## src/sv/rfid_uid_read_sequencer_core_defines.svh

```systemverilog
// ----------------------------------------------------------------------------
// Assertion macros for the card UID read sequencer
// Concurrent assertion wrappers, removed for synthesis.
// ----------------------------------------------------------------------------
`ifndef RFID_UID_READ_SEQUENCER_CORE_DEFINES_SVH
`define RFID_UID_READ_SEQUENCER_CORE_DEFINES_SVH

`ifndef SYNTHESIS
`define RUS_ASSERT(label, clk, rst, prop, msg) \
  label: assert property (@(posedge clk) disable iff (rst) prop) else $error(msg);
`define RUS_ASSERT_NR(label, clk, prop, msg) \
  label: assert property (@(posedge clk) prop) else $error(msg);
`else
`define RUS_ASSERT(label, clk, rst, prop, msg)
`define RUS_ASSERT_NR(label, clk, prop, msg)
`endif

`endif

```

## src/sv/rfid_pkg.sv

```systemverilog
// ----------------------------------------------------------------------------
// rfid_pkg
// Shared types and codes of the card UID read sequencer.
// ----------------------------------------------------------------------------
package rfid_pkg;

  localparam int FIFO_READ_MAX = 16;
  localparam int UID_BYTES     = 5;

  typedef enum logic [1:0] {
    OP_INIT  = 2'd0,
    OP_SCAN  = 2'd1,
    OP_REPLY = 2'd2,
    OP_TICK  = 2'd3
  } op_t;

  typedef enum logic [1:0] {
    K_WRITE     = 2'd0,
    K_READ      = 2'd1,
    K_INIT_DONE = 2'd2,
    K_SCAN_DONE = 2'd3
  } kind_t;

  typedef enum logic [1:0] {
    ST_SELECTED = 2'd0,
    ST_SEL_FAIL = 2'd1,
    ST_NO_CARD  = 2'd2,
    ST_UID_FAIL = 2'd3
  } status_t;

  typedef enum logic [2:0] {
    CFG_REQUEST  = 3'd0,
    CFG_POLL     = 3'd1,
    CFG_TMODE    = 3'd2,
    CFG_TPRESC   = 3'd3,
    CFG_TRELOAD  = 3'd4,
    CFG_MODE     = 3'd5,
    CFG_GAIN     = 3'd6,
    CFG_ERR_MASK = 3'd7
  } cfg_idx_t;

  // result sequence appended after the optional single accesses
  typedef enum logic [3:0] {
    T_NONE, T_INIT, T_INIT_DONE, T_SCAN, T_ANTI, T_SEL, T_HALT,
    T_SEL_FAIL, T_HALT_END, T_NO_CARD, T_UID_FAIL
  } tail_t;

  typedef struct packed {
    logic [7:0]  request_code;
    logic [6:0]  poll_limit;
    logic [7:0]  timer_mode;
    logic [7:0]  timer_prescaler;
    logic [15:0] timer_reload;
    logic [7:0]  mode_setting;
    logic [7:0]  rf_gain_setting;
    logic [7:0]  error_mask;
  } cfg_t;

  typedef struct packed {
    logic        pre_wr;
    logic [5:0]  pre_addr;
    logic [7:0]  pre_data;
    logic        pre_rd;
    logic [5:0]  rd_addr;
    tail_t       tail;
    logic [39:0] uid;
  } job_t;

  typedef struct packed {
    kind_t       kind;
    logic [5:0]  addr;
    logic [7:0]  data;
    status_t     status;
    logic [39:0] uid;
  } res_t;

  typedef struct packed {
    logic full;
    logic empty;
  } q_stat_t;

endpackage

```

## src/sv/rfid_front.sv

```systemverilog
// ----------------------------------------------------------------------------
// rfid_front
// Accepts requests, steps the exchange state and issues jobs.
// ----------------------------------------------------------------------------
module rfid_front (
  input  logic             clk,
  input  logic             rst,
  input  logic             accept,
  input  logic [1:0]       operation,
  input  logic [7:0]       read_byte,
  input  rfid_pkg::cfg_t   cfg,
  output logic             job_valid,
  output rfid_pkg::job_t   job
);

  typedef enum logic [3:0] {
    PH_IDLE, PH_INIT_TXC, PH_BF_SET, PH_WAIT_TICK, PH_WAIT_IRQ,
    PH_BF_CLEAR, PH_ERR, PH_LEVEL, PH_CTRL, PH_FIFO
  } phase_t;

  typedef enum logic [1:0] {XK_REQ, XK_ANTI, XK_SEL, XK_HALT} xkind_t;

  phase_t      phase, phase_next;
  xkind_t      xkind, xkind_next;
  logic [6:0]  polls_left, polls_left_next;
  logic [6:0]  fifo_level, fifo_level_next;
  logic [4:0]  read_index, read_index_next;
  logic [9:0]  received_bits, received_bits_next;
  logic [39:0] uid, uid_next;

  logic        do_end, end_ok, uid_good;
  logic [4:0]  read_count;
  logic [5:0]  ri_inc;
  logic [2:0]  lb;
  logic [7:0]  b;

  assign b      = read_byte;
  assign lb     = read_byte[2:0];
  assign ri_inc = {1'b0, read_index} + 6'd1;

  always_comb begin
    if (fifo_level == 7'd0) begin
      read_count = 5'd1;
    end else if (fifo_level > 7'(rfid_pkg::FIFO_READ_MAX)) begin
      read_count = 5'(rfid_pkg::FIFO_READ_MAX);
    end else begin
      read_count = fifo_level[4:0];
    end
  end

  assign uid_good = (uid_next[39:32] != 8'd0) &&
                    ((uid_next[39:32] ^ uid_next[31:24] ^ uid_next[23:16] ^
                      uid_next[15:8]) == uid_next[7:0]);

  always_comb begin
    phase_next         = phase;
    xkind_next         = xkind;
    polls_left_next    = polls_left;
    fifo_level_next    = fifo_level;
    read_index_next    = read_index;
    received_bits_next = received_bits;
    uid_next           = uid;
    do_end             = 1'b0;
    end_ok             = 1'b0;
    job.pre_wr         = 1'b0;
    job.pre_addr       = 6'h0D;
    job.pre_data       = 8'h00;
    job.pre_rd         = 1'b0;
    job.rd_addr        = 6'h0D;
    job.tail           = rfid_pkg::T_NONE;
    case (rfid_pkg::op_t'(operation))
      rfid_pkg::OP_INIT: begin
        job.tail   = rfid_pkg::T_INIT;
        phase_next = PH_INIT_TXC;
      end
      rfid_pkg::OP_SCAN: begin
        if (phase == PH_IDLE) begin
          job.tail   = rfid_pkg::T_SCAN;
          xkind_next = XK_REQ;
          phase_next = PH_BF_SET;
        end
      end
      rfid_pkg::OP_REPLY: begin
        case (phase)
          PH_INIT_TXC: begin
            job.pre_wr   = (b[1:0] == 2'b00);
            job.pre_addr = 6'h14;
            job.pre_data = b | 8'h03;
            job.tail     = rfid_pkg::T_INIT_DONE;
            phase_next   = PH_IDLE;
          end
          PH_BF_SET: begin
            job.pre_wr      = 1'b1;
            job.pre_data    = b | 8'h80;
            polls_left_next = (cfg.poll_limit != 7'd0) ? cfg.poll_limit : 7'd1;
            phase_next      = PH_WAIT_TICK;
          end
          PH_WAIT_IRQ: begin
            if (polls_left != 7'd0 && !b[0] && b[5:4] == 2'b00) begin
              phase_next = PH_WAIT_TICK;
            end else begin
              job.pre_rd = 1'b1;
              phase_next = PH_BF_CLEAR;
            end
          end
          PH_BF_CLEAR: begin
            job.pre_wr   = 1'b1;
            job.pre_data = b & 8'h7F;
            if (polls_left == 7'd0) begin
              do_end = 1'b1;
            end else begin
              job.pre_rd  = 1'b1;
              job.rd_addr = 6'h06;
              phase_next  = PH_ERR;
            end
          end
          PH_ERR: begin
            if ((b & cfg.error_mask) != 8'd0) begin
              do_end = 1'b1;
            end else begin
              job.pre_rd  = 1'b1;
              job.rd_addr = 6'h0A;
              phase_next  = PH_LEVEL;
            end
          end
          PH_LEVEL: begin
            fifo_level_next = b[6:0];
            job.pre_rd      = 1'b1;
            job.rd_addr     = 6'h0C;
            phase_next      = PH_CTRL;
          end
          PH_CTRL: begin
            if (lb != 3'd0) begin
              received_bits_next = ((10'(fifo_level) - 10'd1) << 3) + 10'(lb);
            end else begin
              received_bits_next = 10'(fifo_level) << 3;
            end
            read_index_next = 5'd0;
            job.pre_rd      = 1'b1;
            job.rd_addr     = 6'h09;
            phase_next      = PH_FIFO;
          end
          PH_FIFO: begin
            if ((xkind == XK_REQ || xkind == XK_ANTI) &&
                read_index < 5'(rfid_pkg::UID_BYTES)) begin
              case (read_index[2:0])
                3'd0:    uid_next[39:32] = b;
                3'd1:    uid_next[31:24] = b;
                3'd2:    uid_next[23:16] = b;
                3'd3:    uid_next[15:8]  = b;
                default: uid_next[7:0]   = b;
              endcase
            end
            read_index_next = ri_inc[4:0];
            if (ri_inc < {1'b0, read_count}) begin
              job.pre_rd  = 1'b1;
              job.rd_addr = 6'h09;
            end else begin
              do_end = 1'b1;
              end_ok = 1'b1;
            end
          end
          default: ;
        endcase
      end
      default: begin
        if (phase == PH_WAIT_TICK) begin
          job.pre_rd  = 1'b1;
          job.rd_addr = 6'h04;
          if (polls_left != 7'd0) polls_left_next = polls_left - 7'd1;
          phase_next  = PH_WAIT_IRQ;
        end
      end
    endcase
    if (do_end) begin
      phase_next = PH_IDLE;
      case (xkind)
        XK_REQ: begin
          if (end_ok && received_bits == 10'd16) begin
            job.tail   = rfid_pkg::T_ANTI;
            xkind_next = XK_ANTI;
            phase_next = PH_BF_SET;
          end else begin
            job.tail = rfid_pkg::T_NO_CARD;
          end
        end
        XK_ANTI: begin
          if (end_ok && uid_good) begin
            job.tail   = rfid_pkg::T_SEL;
            xkind_next = XK_SEL;
            phase_next = PH_BF_SET;
          end else begin
            job.tail = rfid_pkg::T_UID_FAIL;
          end
        end
        XK_SEL: begin
          if (end_ok) begin
            job.tail   = rfid_pkg::T_HALT;
            xkind_next = XK_HALT;
            phase_next = PH_BF_SET;
          end else begin
            job.tail = rfid_pkg::T_SEL_FAIL;
          end
        end
        default: job.tail = rfid_pkg::T_HALT_END;
      endcase
    end
    job.uid = uid_next;
  end

  assign job_valid = accept &&
                     (job.pre_wr || job.pre_rd || job.tail != rfid_pkg::T_NONE);

  always_ff @(posedge clk) begin
    if (rst) begin
      phase         <= PH_IDLE;
      xkind         <= XK_REQ;
      polls_left    <= 7'd0;
      fifo_level    <= 7'd0;
      read_index    <= 5'd0;
      received_bits <= 10'd0;
    end else if (accept) begin
      phase         <= phase_next;
      xkind         <= xkind_next;
      polls_left    <= polls_left_next;
      fifo_level    <= fifo_level_next;
      read_index    <= read_index_next;
      received_bits <= received_bits_next;
    end
  end

  always_ff @(posedge clk) begin
    if (accept) uid <= uid_next;
  end

endmodule

```

## src/sv/rfid_job_queue.sv

```systemverilog
// ----------------------------------------------------------------------------
// rfid_job_queue
// Two-entry job queue between front and back.
// ----------------------------------------------------------------------------
module rfid_job_queue (
  input  logic               clk,
  input  logic               rst,
  input  logic               push,
  input  rfid_pkg::job_t     push_job,
  input  logic               pop,
  output rfid_pkg::job_t     head,
  output rfid_pkg::q_stat_t  stat
);

  rfid_pkg::job_t mem [2];
  logic           wptr, rptr;
  logic [1:0]     count;

  assign head       = mem[rptr];
  assign stat.full  = (count == 2'd2);
  assign stat.empty = (count == 2'd0);

  always_ff @(posedge clk) begin
    if (push) mem[wptr] <= push_job;
  end

  always_ff @(posedge clk) begin
    if (rst) begin
      wptr  <= 1'b0;
      rptr  <= 1'b0;
      count <= 2'd0;
    end else begin
      if (push) wptr <= ~wptr;
      if (pop) rptr <= ~rptr;
      count <= count + {1'b0, push} - {1'b0, pop};
    end
  end

endmodule

```

## src/sv/rfid_back.sv

```systemverilog
// ----------------------------------------------------------------------------
// rfid_back
// Expands each job into register accesses and done results.
// ----------------------------------------------------------------------------
module rfid_back (
  input  logic               clk,
  input  logic               rst,
  input  rfid_pkg::cfg_t     cfg,
  input  rfid_pkg::job_t     head,
  input  logic               has_job,
  output logic               pop,
  output logic               m_tvalid,
  input  logic               m_tready,
  output rfid_pkg::res_t     res,
  output logic               res_last
);

  logic [4:0]       idx, cnt, k, tail_len;
  logic [4:0]       npre;
  logic             load;
  rfid_pkg::res_t   item;

  function automatic rfid_pkg::res_t mk(rfid_pkg::kind_t kd, logic [5:0] a,
                                        logic [7:0] d);
    rfid_pkg::res_t r;
    r.kind   = kd;
    r.addr   = a;
    r.data   = d;
    r.status = rfid_pkg::ST_SELECTED;
    r.uid    = 40'd0;
    return r;
  endfunction

  function automatic rfid_pkg::res_t xchg(logic [4:0] j, logic [4:0] len,
                                          logic [55:0] d);
    rfid_pkg::res_t r;
    logic [2:0]     di;
    di = 3'(j - 5'd4);
    if (j == 5'd0)           r = mk(rfid_pkg::K_WRITE, 6'h02, 8'hF7);
    else if (j == 5'd1)      r = mk(rfid_pkg::K_WRITE, 6'h04, 8'h7F);
    else if (j == 5'd2)      r = mk(rfid_pkg::K_WRITE, 6'h01, 8'h00);
    else if (j == 5'd3)      r = mk(rfid_pkg::K_WRITE, 6'h0A, 8'h80);
    else if (j < 5'd4 + len) r = mk(rfid_pkg::K_WRITE, 6'h09, d[55 - 8*di -: 8]);
    else if (j == 5'd4 + len) r = mk(rfid_pkg::K_WRITE, 6'h01, 8'h0C);
    else                     r = mk(rfid_pkg::K_READ, 6'h0D, 8'h00);
    return r;
  endfunction

  function automatic rfid_pkg::res_t done(rfid_pkg::status_t st, logic [39:0] u);
    rfid_pkg::res_t r;
    r        = mk(rfid_pkg::K_SCAN_DONE, 6'h00, 8'h00);
    r.status = st;
    r.uid    = u;
    return r;
  endfunction

  always_comb begin
    case (head.tail)
      rfid_pkg::T_INIT:      tail_len = 5'd9;
      rfid_pkg::T_INIT_DONE: tail_len = 5'd1;
      rfid_pkg::T_SCAN:      tail_len = 5'd8;
      rfid_pkg::T_ANTI:      tail_len = 5'd9;
      rfid_pkg::T_SEL:       tail_len = 5'd16;
      rfid_pkg::T_HALT:      tail_len = 5'd13;
      rfid_pkg::T_SEL_FAIL:  tail_len = 5'd3;
      rfid_pkg::T_HALT_END:  tail_len = 5'd3;
      rfid_pkg::T_NO_CARD:   tail_len = 5'd1;
      rfid_pkg::T_UID_FAIL:  tail_len = 5'd1;
      default:               tail_len = 5'd0;
    endcase
  end

  assign npre = {4'd0, head.pre_wr} + {4'd0, head.pre_rd};
  assign cnt  = npre + tail_len;
  assign k    = idx - npre;

  always_comb begin
    item = mk(rfid_pkg::K_WRITE, 6'h00, 8'h00);
    if (head.pre_wr && idx == 5'd0) begin
      item = mk(rfid_pkg::K_WRITE, head.pre_addr, head.pre_data);
    end else if (head.pre_rd && idx == {4'd0, head.pre_wr}) begin
      item = mk(rfid_pkg::K_READ, head.rd_addr, 8'h00);
    end else begin
      case (head.tail)
        rfid_pkg::T_INIT: begin
          case (k)
            5'd0:    item = mk(rfid_pkg::K_WRITE, 6'h01, 8'h0F);
            5'd1:    item = mk(rfid_pkg::K_WRITE, 6'h2A, cfg.timer_mode);
            5'd2:    item = mk(rfid_pkg::K_WRITE, 6'h2B, cfg.timer_prescaler);
            5'd3:    item = mk(rfid_pkg::K_WRITE, 6'h2C, cfg.timer_reload[7:0]);
            5'd4:    item = mk(rfid_pkg::K_WRITE, 6'h2D, cfg.timer_reload[15:8]);
            5'd5:    item = mk(rfid_pkg::K_WRITE, 6'h15, 8'h40);
            5'd6:    item = mk(rfid_pkg::K_WRITE, 6'h11, cfg.mode_setting);
            5'd7:    item = mk(rfid_pkg::K_WRITE, 6'h26, cfg.rf_gain_setting);
            default: item = mk(rfid_pkg::K_READ, 6'h14, 8'h00);
          endcase
        end
        rfid_pkg::T_INIT_DONE: item = mk(rfid_pkg::K_INIT_DONE, 6'h00, 8'h00);
        rfid_pkg::T_SCAN: begin
          if (k == 5'd0) item = mk(rfid_pkg::K_WRITE, 6'h0D, 8'h07);
          else item = xchg(k - 5'd1, 5'd1, {cfg.request_code, 48'd0});
        end
        rfid_pkg::T_ANTI: begin
          if (k == 5'd0) item = mk(rfid_pkg::K_WRITE, 6'h0D, 8'h00);
          else item = xchg(k - 5'd1, 5'd2, {8'h93, 8'h20, 40'd0});
        end
        rfid_pkg::T_SEL: begin
          case (k)
            5'd0:    item = mk(rfid_pkg::K_WRITE, 6'h12, 8'h80);
            5'd1:    item = mk(rfid_pkg::K_WRITE, 6'h13, 8'h80);
            5'd2:    item = mk(rfid_pkg::K_WRITE, 6'h0D, 8'h00);
            default: item = xchg(k - 5'd3, 5'd7, {8'h93, 8'h70, head.uid});
          endcase
        end
        rfid_pkg::T_HALT: begin
          case (k)
            5'd0:    item = mk(rfid_pkg::K_WRITE, 6'h12, 8'h00);
            5'd1:    item = mk(rfid_pkg::K_WRITE, 6'h13, 8'h00);
            5'd2:    item = mk(rfid_pkg::K_WRITE, 6'h12, 8'h80);
            5'd3:    item = mk(rfid_pkg::K_WRITE, 6'h13, 8'h80);
            5'd4:    item = mk(rfid_pkg::K_WRITE, 6'h0D, 8'h00);
            default: item = xchg(k - 5'd5, 5'd2, {8'h50, 8'h00, 40'd0});
          endcase
        end
        rfid_pkg::T_SEL_FAIL, rfid_pkg::T_HALT_END: begin
          case (k)
            5'd0:    item = mk(rfid_pkg::K_WRITE, 6'h12, 8'h00);
            5'd1:    item = mk(rfid_pkg::K_WRITE, 6'h13, 8'h00);
            default: item = done((head.tail == rfid_pkg::T_SEL_FAIL) ?
                                 rfid_pkg::ST_SEL_FAIL : rfid_pkg::ST_SELECTED,
                                 head.uid);
          endcase
        end
        rfid_pkg::T_NO_CARD:  item = done(rfid_pkg::ST_NO_CARD, 40'd0);
        rfid_pkg::T_UID_FAIL: item = done(rfid_pkg::ST_UID_FAIL, 40'd0);
        default: ;
      endcase
    end
  end

  assign load = has_job && (!m_tvalid || m_tready);
  assign pop  = load && (idx == cnt - 5'd1);

  always_ff @(posedge clk) begin
    if (rst) begin
      idx      <= 5'd0;
      m_tvalid <= 1'b0;
    end else begin
      if (load) begin
        m_tvalid <= 1'b1;
        idx      <= pop ? 5'd0 : idx + 5'd1;
      end else if (m_tready) begin
        m_tvalid <= 1'b0;
      end
    end
  end

  always_ff @(posedge clk) begin
    if (load) begin
      res      <= item;
      res_last <= pop;
    end
  end

endmodule

```

## src/sv/rfid_uid_read_sequencer_core.sv

```systemverilog
// ----------------------------------------------------------------------------
// rfid_uid_read_sequencer_core
// Card UID read sequencer: request, anticollision, select and halt.
// ----------------------------------------------------------------------------
// Results: jobs pass the job queue and the output register; one result per
// cycle from the job expander while m_tready allows (up to 16 per request).
// Throughput: one request per cycle while the two-entry job queue has room.
// Reset: synchronous, active high; config returns to defaults, phase idle.
`include "rfid_uid_read_sequencer_core_defines.svh"
module rfid_uid_read_sequencer_core (
  input  logic        clk,
  input  logic        rst,
  input  logic        s_tvalid,
  output logic        s_tready,
  input  logic [7:0]  s_tdata,   // read_byte
  input  logic [1:0]  s_tuser,   // operation
  output logic        m_tvalid,
  input  logic        m_tready,
  output logic [55:0] m_tdata,   // reg_addr, write_data, scan_status, card_uid
  output logic [1:0]  m_tuser,   // access_kind
  output logic        m_tlast,   // last_of_run
  input  logic        cfg_we,
  input  logic [2:0]  cfg_index,
  input  logic [15:0] cfg_data
);

  rfid_pkg::cfg_t    cfg;
  rfid_pkg::job_t    job, head;
  rfid_pkg::q_stat_t qstat;
  rfid_pkg::res_t    res;
  logic              accept, job_valid, pop;

  always_ff @(posedge clk) begin
    if (rst) begin
      cfg.request_code    <= 8'd38;
      cfg.poll_limit      <= 7'd80;
      cfg.timer_mode      <= 8'd141;
      cfg.timer_prescaler <= 8'd62;
      cfg.timer_reload    <= 16'd30;
      cfg.mode_setting    <= 8'd61;
      cfg.rf_gain_setting <= 8'd96;
      cfg.error_mask      <= 8'd27;
    end else if (cfg_we) begin
      case (rfid_pkg::cfg_idx_t'(cfg_index))
        rfid_pkg::CFG_REQUEST:  cfg.request_code    <= cfg_data[7:0];
        rfid_pkg::CFG_POLL:     cfg.poll_limit      <= cfg_data[6:0];
        rfid_pkg::CFG_TMODE:    cfg.timer_mode      <= cfg_data[7:0];
        rfid_pkg::CFG_TPRESC:   cfg.timer_prescaler <= cfg_data[7:0];
        rfid_pkg::CFG_TRELOAD:  cfg.timer_reload    <= cfg_data;
        rfid_pkg::CFG_MODE:     cfg.mode_setting    <= cfg_data[7:0];
        rfid_pkg::CFG_GAIN:     cfg.rf_gain_setting <= cfg_data[7:0];
        default:                cfg.error_mask      <= cfg_data[7:0];
      endcase
    end
  end

  assign s_tready = !qstat.full;
  assign accept   = s_tvalid && s_tready;

  rfid_front u_front (
    .clk       (clk),
    .rst       (rst),
    .accept    (accept),
    .operation (s_tuser),
    .read_byte (s_tdata),
    .cfg       (cfg),
    .job_valid (job_valid),
    .job       (job)
  );

  rfid_job_queue u_queue (
    .clk      (clk),
    .rst      (rst),
    .push     (job_valid),
    .push_job (job),
    .pop      (pop),
    .head     (head),
    .stat     (qstat)
  );

  rfid_back u_back (
    .clk      (clk),
    .rst      (rst),
    .cfg      (cfg),
    .head     (head),
    .has_job  (!qstat.empty),
    .pop      (pop),
    .m_tvalid (m_tvalid),
    .m_tready (m_tready),
    .res      (res),
    .res_last (m_tlast)
  );

  assign m_tuser = res.kind;
  assign m_tdata = {res.uid, res.status, res.data, res.addr};

  `RUS_ASSERT(a_done_last, clk, rst, m_tvalid && (m_tuser == rfid_pkg::K_INIT_DONE || m_tuser == rfid_pkg::K_SCAN_DONE) |-> m_tlast, "done result not last of run")
  `RUS_ASSERT(a_fail_no_uid, clk, rst, m_tvalid && m_tuser == rfid_pkg::K_SCAN_DONE && m_tdata[15] |-> m_tdata[55:16] == 40'd0, "failed scan carries a uid")
  `RUS_ASSERT(a_read_no_data, clk, rst, m_tvalid && m_tuser == rfid_pkg::K_READ |-> m_tdata[13:6] == 8'd0 && m_tdata[55:14] == 42'd0, "read request with payload")
  `RUS_ASSERT(a_no_push_full, clk, rst, qstat.full |-> !accept, "request taken with full queue")

endmodule
```

## config.mk

```make
export PLATFORM = sky130hd
export DESIGN_NAME = rfid_uid_read_sequencer_core
export DESIGN_NICKNAME = d
export VERILOG_FILES = /design/src/sv/rfid_pkg.sv /design/src/sv/rfid_front.sv /design/src/sv/rfid_job_queue.sv /design/src/sv/rfid_back.sv /design/src/sv/rfid_uid_read_sequencer_core.sv
export VERILOG_INCLUDE_DIRS = /design/src /design/src/sv
export SDC_FILE = /design/constraint.sdc
export NUM_CORES = 1
export LEC_CHECK = 0
export BUFFER_PORTS_ARGS = -buffer_cell sky130_fd_sc_hd__clkbuf_2
export CORE_ASPECT_RATIO = 1.4
export CORE_UTILIZATION = 40
export CTS_BUF_LIST = sky130_fd_sc_hd__clkbuf_8
export CTS_CLUSTER_SIZE = 40
export DETAILED_ROUTE_END_ITERATION = 10
export PLACE_DENSITY = 0.6
export SLEW_MARGIN = 5
export SYNTH_ARGS = -nofsm -noshare
export SYNTH_HDL_FRONTEND = slang
export SYNTH_SLANG_ARGS = --single-unit
```

## constraint.sdc

```tcl
create_clock -name clk -period 6.3 [get_ports clk]
set_clock_uncertainty 0.05 [all_clocks]
set_input_delay 0.63 -clock clk [delete_from_list [all_inputs] [get_ports clk]]
set_output_delay 0.63 -clock clk [all_outputs]
set_load 0.01 [all_outputs]
```

==> results of run 1 <==
-- routing by layer --
| layer | wire [um] | share of wire (%) |
|---|---|---|
| met3 | 3070 | 5.3 |
| met1 | 23500 | 41 |
| met2 | 28300 | 49 |
| met4 | 2600 | 4.5 |
| met5 | 0 | 0 |
-- layout by cell type (no fill, tap or decap), types with 20 or more instances in the layout --
| master | count |
|---|---|
| nand2_1 | 232 |
| edfxtp_1 | 219 |
| nor2_1 | 199 |
| a21oi_1 | 120 |
| dfxtp_1 | 116 |
| o21ai_0 | 101 |
| clkbuf_2 | 93 |
| mux2i_1 | 80 |
| inv_1 | 66 |
| clkbuf_8 | 54 |
| nor3_1 | 44 |
| ha_1 | 36 |
| buf_4 | 36 |
| xnor2_1 | 32 |
| nor2b_1 | 30 |
| nor4_1 | 28 |
| a211oi_1 | 26 |
| xor2_1 | 25 |
| nand3_1 | 25 |
| a31oi_1 | 24 |
| nand3b_1 | 20 |
-- how the worst min path moves through the flow --
stage / from / end / slack (ns)
finish: cfg_data[12] / cfg[36] / 0.20
global route: cfg_data[13] / cfg[37] / 0.18
CTS: cfg_data[12] / cfg[36] / 0.16
detailed placement: u_front.received_bits[4] / u_front.received_bits[4] / 0.40
global placement: u_front.received_bits[4] / u_front.received_bits[4] / 0.39
floorplan: u_front.received_bits[4] / u_front.received_bits[4] / 0.38
-- logic make-up (layout without fill, tap and decap cells) --
kind of cell	Yosys count	count (layout)	synth area share, %
AOI/OAI and AO/OA	467	467	17.1
xor gates and xnor gates	60	60	3.11
adders and majority gates	38	38	2.70
buffers and inverters	178	283	3.82
DFF	336	336	49.0
muxes	99	99	6.50
other	0	1	0
and+or+nand+nor	684	684	17.8
-- tightest hold or removal path, cell delays in order --
cell      delay, ns
clkbuf_2       0.08
nand2_1        0.04
a21oi_1        0.05
-- registers in the layout (all words and copies together), names as in the netlist, named ones only --
register               count
u_queue.mem              120
u_queue.count              2
u_front.read_index         5
u_front.phase              4
u_back.res_last            1
u_front.polls_left         7
u_back.res                58
u_back.m_tvalid            1
u_queue.rptr               1
u_back.idx                 5
cfg                       71
u_front.fifo_level         7
u_front.xkind              2
u_front.uid               40
u_queue.wptr               1
u_front.received_bits     10
-- final cells by class --
cell class                 count  area, sq um  area share [%]
inverter                      56          210            1.03
tap                          611          764            3.76
timing repair buffer         129          736            3.61
clock buffer                  54          743            3.65
clock inverter                44          373            1.83
antenna                        1         2.50          0.0123
sequential                   336         8920            43.8
multi-input combinational   1348         8600            42.3
-- power breakdown --
part / total (mW) / internal, mW / switching (mW)
combinational: 2.37 / 0.743 / 1.63
sequential: 2.65 / 2.56 / 0.0879
clock: 1.98 / 1.06 / 0.916
total: 6.99 / 4.36 / 2.63
-- per-stage QoR --
stage | instances | util, %
3_5_place_dp | 2480 | 42.7
4_1_cts | 2578 | 45.2
3_3_place_gp | 2480 | 42.7
6_report | 2579 | 45.2
2_1_floorplan | 1862 | -
5_1_grt | 2579 | 45.2
==> flow_summary_export.csv, run 1 <==
group,metric,value,unit
worst_setup_path,path_depth,15,
floorplan,die_x,182,um
synth,synth-edff-count,219,
timing,finalSetupViolCount,0,
synth,syn_area_per_cell,9.77,sq um
timing,hold_viol_final,0,
worst_setup_path,cp_num_buf_inv,1,
synth,synth_nets,1934,
synth,yosysTopAreaCell,"edfxtp_1",
route,drcViolationCount,0,
worst_setup_path,reg2reg_depth,15,
synth,synth-seq-cells,336,
clock_network,cts_setup_buffers,0,
synth,yosysMostFrequentCell,"nand2_1",
timing,max_slew_margin,19.8,%
final_layout,drive_above_1_share,13.5,%
placement,place_ws,0.990,ns
final_layout,final_nets,1996,
worst_setup_path,crit_family,"adder cells",
worst_setup_path,r2r_setup_slack,0.93,ns
final_layout,area_growth,11.8,%
power_and_ir_drop,leakagePower,6.96,nW
route,wire_per_inst,22.3,um
timing,setup_ws,0.932,ns
final_layout,fill_cells,4403,
clock_network,clk_pin_slew_worst_paths,0.08,ns
grt,grt_max_degree,65,
power_and_ir_drop,pwr_density_cell,344,nW/um^2
power_and_ir_drop,power,6.99,mW
clock_network,clockRootBuffer,"clkbuf_8",
synth,yosysSeqAreaShare,49.0,%
route,drt_wl_total,57500,um
clock_network,clk_latency,0.62,ns
worst_setup_path,critPathRequiredTime,6.61,ns
route,via_per_inst,5.84,
clock_network,cts_max_path_buffers,3,
route,drt-initial-drc-count,1362,
placement,gp_congestion,0.952,
route,vias,15063,
route,drt-pass1-iter-count,9,
job,drv_cap,0,
min_path,whs_path_depth,3,
synth,yosys_warnings,0,
worst_setup_path,endpoint,"u_back.res[50]",
timing,slew_viol_final,0,
grt,gr-usage-met2,42.7,%
floorplan,core,45000,sq um
worst_setup_path,cp-start-kind,"register",
worst_setup_path,critPathSlowestCell,"dfxtp_4",
grt,grt_use_met1,30.8,%
grt,grt_pass1_wl,87200,um
grt,overflow,0,
timing,fin_crit,5.37,ns
grt,grt_pass1_vias,14480,
worst_setup_path,worstPathMaxFanout,26,
synth,post-synth-top-area-fraction,36.1,%
clock_network,ctsResizeCount,0,
floorplan,io_pins,95,
worst_setup_path,max_stage_delay,0.58,ns
power_and_ir_drop,peakVddDrop,158,uV
clock_network,hold_buffers,0,
synth,ys_top_cells_by_area,"edfxtp_1 36%, dfxtp_1 13%, nand2_1 4.8%, mux2i_1 4.4%, nor2_1 4.1%",
timing,fmax,186,MHz
clock_network,cts_tree,"done",
grt,busiest_layer,"met2",
worst_setup_path,path_class,"reg2reg",
status,outcome,"completed",
floorplan,dieHeight,254,um
worst_setup_path,crit_path_frequent_cell,"ha_1",
timing,tns,0,ns
route,antenna_left,0,
clock_network,cts_max_level,2,
final_layout,final_area,20400,sq um
placement,portBuffers,94,
worst_setup_path,r2r-end,"u_back.res[50]",
synth,synth.cell_area,18200,sq um
timing,fin_crit_sh,85.2,%
worst_setup_path,critPathArrivalTime,5.68,ns
grt,antenna_found_initial,1,
synth,ys_types,95,
synth,synth_common_cells,"232 x nand2_1, 219 x edfxtp_1, 199 x nor2_1",
synth,synthCells,1862,
synth,synthFlopType,"edfxtp_1",
placement,post-dp-hpwl,41800,um
clock_network,cts_buffers,53,
grt,grtUsageTotal,24.7,%
worst_setup_path,cp-end-kind,"register",
timing,max_slew.worst_pin.slew,1.20,ns
floorplan,initial_core_util,40.4,%
timing,hold_slack,0.197,ns
min_path,min_path_type,"in2reg",
placement,placed_cell_area,19200,sq um
floorplan,dieArea,46400,sq um
synth,synth_async_sr_flop_share,0,%
timing,rsz0062_at_grt,"false",
clock_network,clkSinkCount,336,
floorplan,fp-row-count,92,
grt,use_met3,2.74,%
worst_setup_path,crit_chain,"mux2_2 -> ha_1 -> ha_1 -> inv_1 -> fa_1 -> ha_1 -> or3b_2 -> a221oi_1 -> a21oi_1 -> nor2_1 -> nand2_1 -> o22ai_1 -> nand2_1 -> a211oi_1 -> a21oi_1",
No activity file was read; power rests on OpenSTA's default activity.
==> run 2: changes to the inputs <==
BUFFER_PORTS_ARGS = not set   (was -buffer_cell sky130_fd_sc_hd__clkbuf_2)
CORE_UTILIZATION = 30   (was 40)
DONT_BUFFER_PORTS = 1   (was not set)
PLACE_DENSITY = 0.48   (was 0.6)
==> flow_summary_export.csv, run 2 (same netlist as run 1, synthesis figures left out) <==
group,metric,value,unit
floorplan,fp-row-count,106,
worst_setup_path,reg2reg_depth,13,
grt,grtUsageTotal,20.1,%
clock_network,clk_pin_slew_worst_paths,0.07,ns
clock_network,clockRootBuffer,"clkbuf_8",
worst_setup_path,critPathArrivalTime,5.80,ns
min_path,min_path_type,"in2reg",
worst_setup_path,path_class,"reg2reg",
grt,grt_pass1_wl,93600,um
route,drt_wl_total,62800,um
grt,grt_max_degree,110,
final_layout,layout_commonest_cell,"nand2_1",
clock_network,cts_buffers,56,
grt,overflow,0,
route,vias,14769,
route,via_per_inst,5.46,
final_layout,largest_register_ffs,120,
clock_network,clkSinkCount,336,
worst_setup_path,r2r_setup_slack,0.93,ns
floorplan,io_pins,95,
worst_setup_path,critPathRequiredTime,6.73,ns
timing,slew_viol_final,0,
timing,fin_crit_sh,85.2,%
status,outcome,"completed",
worst_setup_path,cp-start-kind,"register",
timing,fmax,186,MHz
final_layout,drive_above_1_share,9.29,%
timing,hold_slack,0.0573,ns
grt,antenna_found_initial,2,
final_layout,final_nets,1920,
timing,rsz0062_at_grt,"false",
floorplan,die_x,210,um
worst_setup_path,worstPathMaxFanout,10,
timing,fin_crit,5.37,ns
job,drv_cap,0,
route,wire_per_inst,23.2,um
clock_network,cts_max_path_buffers,3,
floorplan,core,59800,sq um
clock_network,clk_latency,0.66,ns
clock_network,cts_max_level,2,
min_path,min_from,"cfg_data[14]",
worst_setup_path,cp-end-kind,"register",
timing,finalSetupViolCount,0,
floorplan,dieHeight,293,um
floorplan,dieArea,61700,sq um
timing,tns,0,ns
min_path,whs_path_depth,2,
timing,max_slew_margin,19.7,%
route,drt-initial-drc-count,1257,
placement,portBuffers,0,
worst_setup_path,r2r-end,"u_back.res[46]",
timing,hold_viol_final,0,
timing,max_slew.worst_pin.slew,1.20,ns
final_layout,top_register,"u_queue.mem",
placement,gp_congestion,0.929,
min_path,min_to,"cfg[38]",
final_layout,layout_common_cells,"232 x nand2_1, 219 x edfxtp_1, 199 x nor2_1",
placement,post-dp-hpwl,45100,um
route,drt-pass1-iter-count,6,
power_and_ir_drop,peakVddDrop,158,uV
power_and_ir_drop,pwr_density_cell,350,nW/um^2
route,drcViolationCount,0,
final_layout,top_regs,"u_queue.mem (120), cfg (71), u_back.res (58)",
route,antenna_left,0,
final_layout,fill_cells,6094,
clock_network,cts_tree,"done",
floorplan,initial_core_util,30.4,%
power_and_ir_drop,leakagePower,6.71,nW
grt,grt_pass1_vias,14439,
final_layout,area_growth,12.3,%
-- run 2: changes by cell type in the layout (fill, tap and decap cells not counted), moves of 2 or more --
cell           before  now
buf_12              0    2
clkbuf_8           54   59
bufinv_16           6    8
dlygate4sd3_1       0   14
clkbuf_2           93    0
inv_1              66   68
buf_4              36   33
-- run 2: routing by layer --
layer  part of all wire, %  global-route usage, %  vias to the layer above
met5                     0                      0                        -
met4                   4.1                   8.92                        0
met3                   4.8                   2.88                      126
met2                    50                   35.2                      472
met1                    41                   24.4                     7264
li1                      -                      -                     6907
-- run 2: power breakdown --
group	total (mW)	switching [mW]	internal, mW
Clock	2.18	0.968	1.21
Combinational	2.27	1.58	0.684
Sequential	2.71	0.151	2.56
Total	7.16	2.70	4.45
-- run 2: cell type report --
cell class / instances / area, sq um / share of cell area (%)
sequential: 336 / 8920 / 43.6
multi-input combinational: 1348 / 8600 / 42.1
tap: 810 / 1010 / 4.96
clock buffer: 59 / 812 / 3.97
timing repair buffer: 50 / 455 / 2.23
clock inverter: 45 / 424 / 2.07
inverter: 56 / 210 / 1.03
antenna: 2 / 5.00 / 0.0245
-- run 2: timing repair --
action | 4_1_cts | 5_1_grt
hold buffers | 15 | 0
resized for setup | 0 | 0
setup buffers | 0 | 0
endpoints found under the hold margin | 109 | 0
-- run 2: worst max-delay path, stage by stage (launching register included) --
cell and delay [ns]:
dfxtp_4 0.36, mux2_2 0.37, ha_1 0.33, ha_1 0.18, inv_1 0.07, fa_1 0.59
nor2b_1 0.21, a31oi_1 0.57, nor2_1 0.24, o31ai_1 0.96, o2111ai_1 0.46, nor4_1 0.41
nor4_1 0.10, a221oi_1 0.29
-- run 2: metrics by stage --
stage | std cells | instance area (sq um) | worst slack [ns] | utilization (%) | power [mW]
final | 2706 | 20400 | 0.930 | 34.2 | 7.16
after floorplan | 1862 | 18200 | 0.524 | - | 4.18
after global routing | 2705 | 20400 | 0.749 | 34.2 | 7.50
after CTS | 2704 | 20400 | 1.07 | 34.2 | 7.22
after global placement | 2585 | 19000 | 1.08 | 31.8 | 5.01
after detailed placement | 2585 | 19000 | 1.08 | 31.8 | 4.99
-- run 2: worst max-delay path by stage --
stage                               start  cells past startpoint                end
CTS                              register                     14     u_back.res[45]
detailed placement               register                     14     u_back.res[45]
finish                           register                     13     u_back.res[46]
global placement                 register                     15     u_back.res[48]
floorplan           u_front.fifo_level[0]                     12  u_queue.mem[0][0]
global route                     register                     13     u_back.res[46]
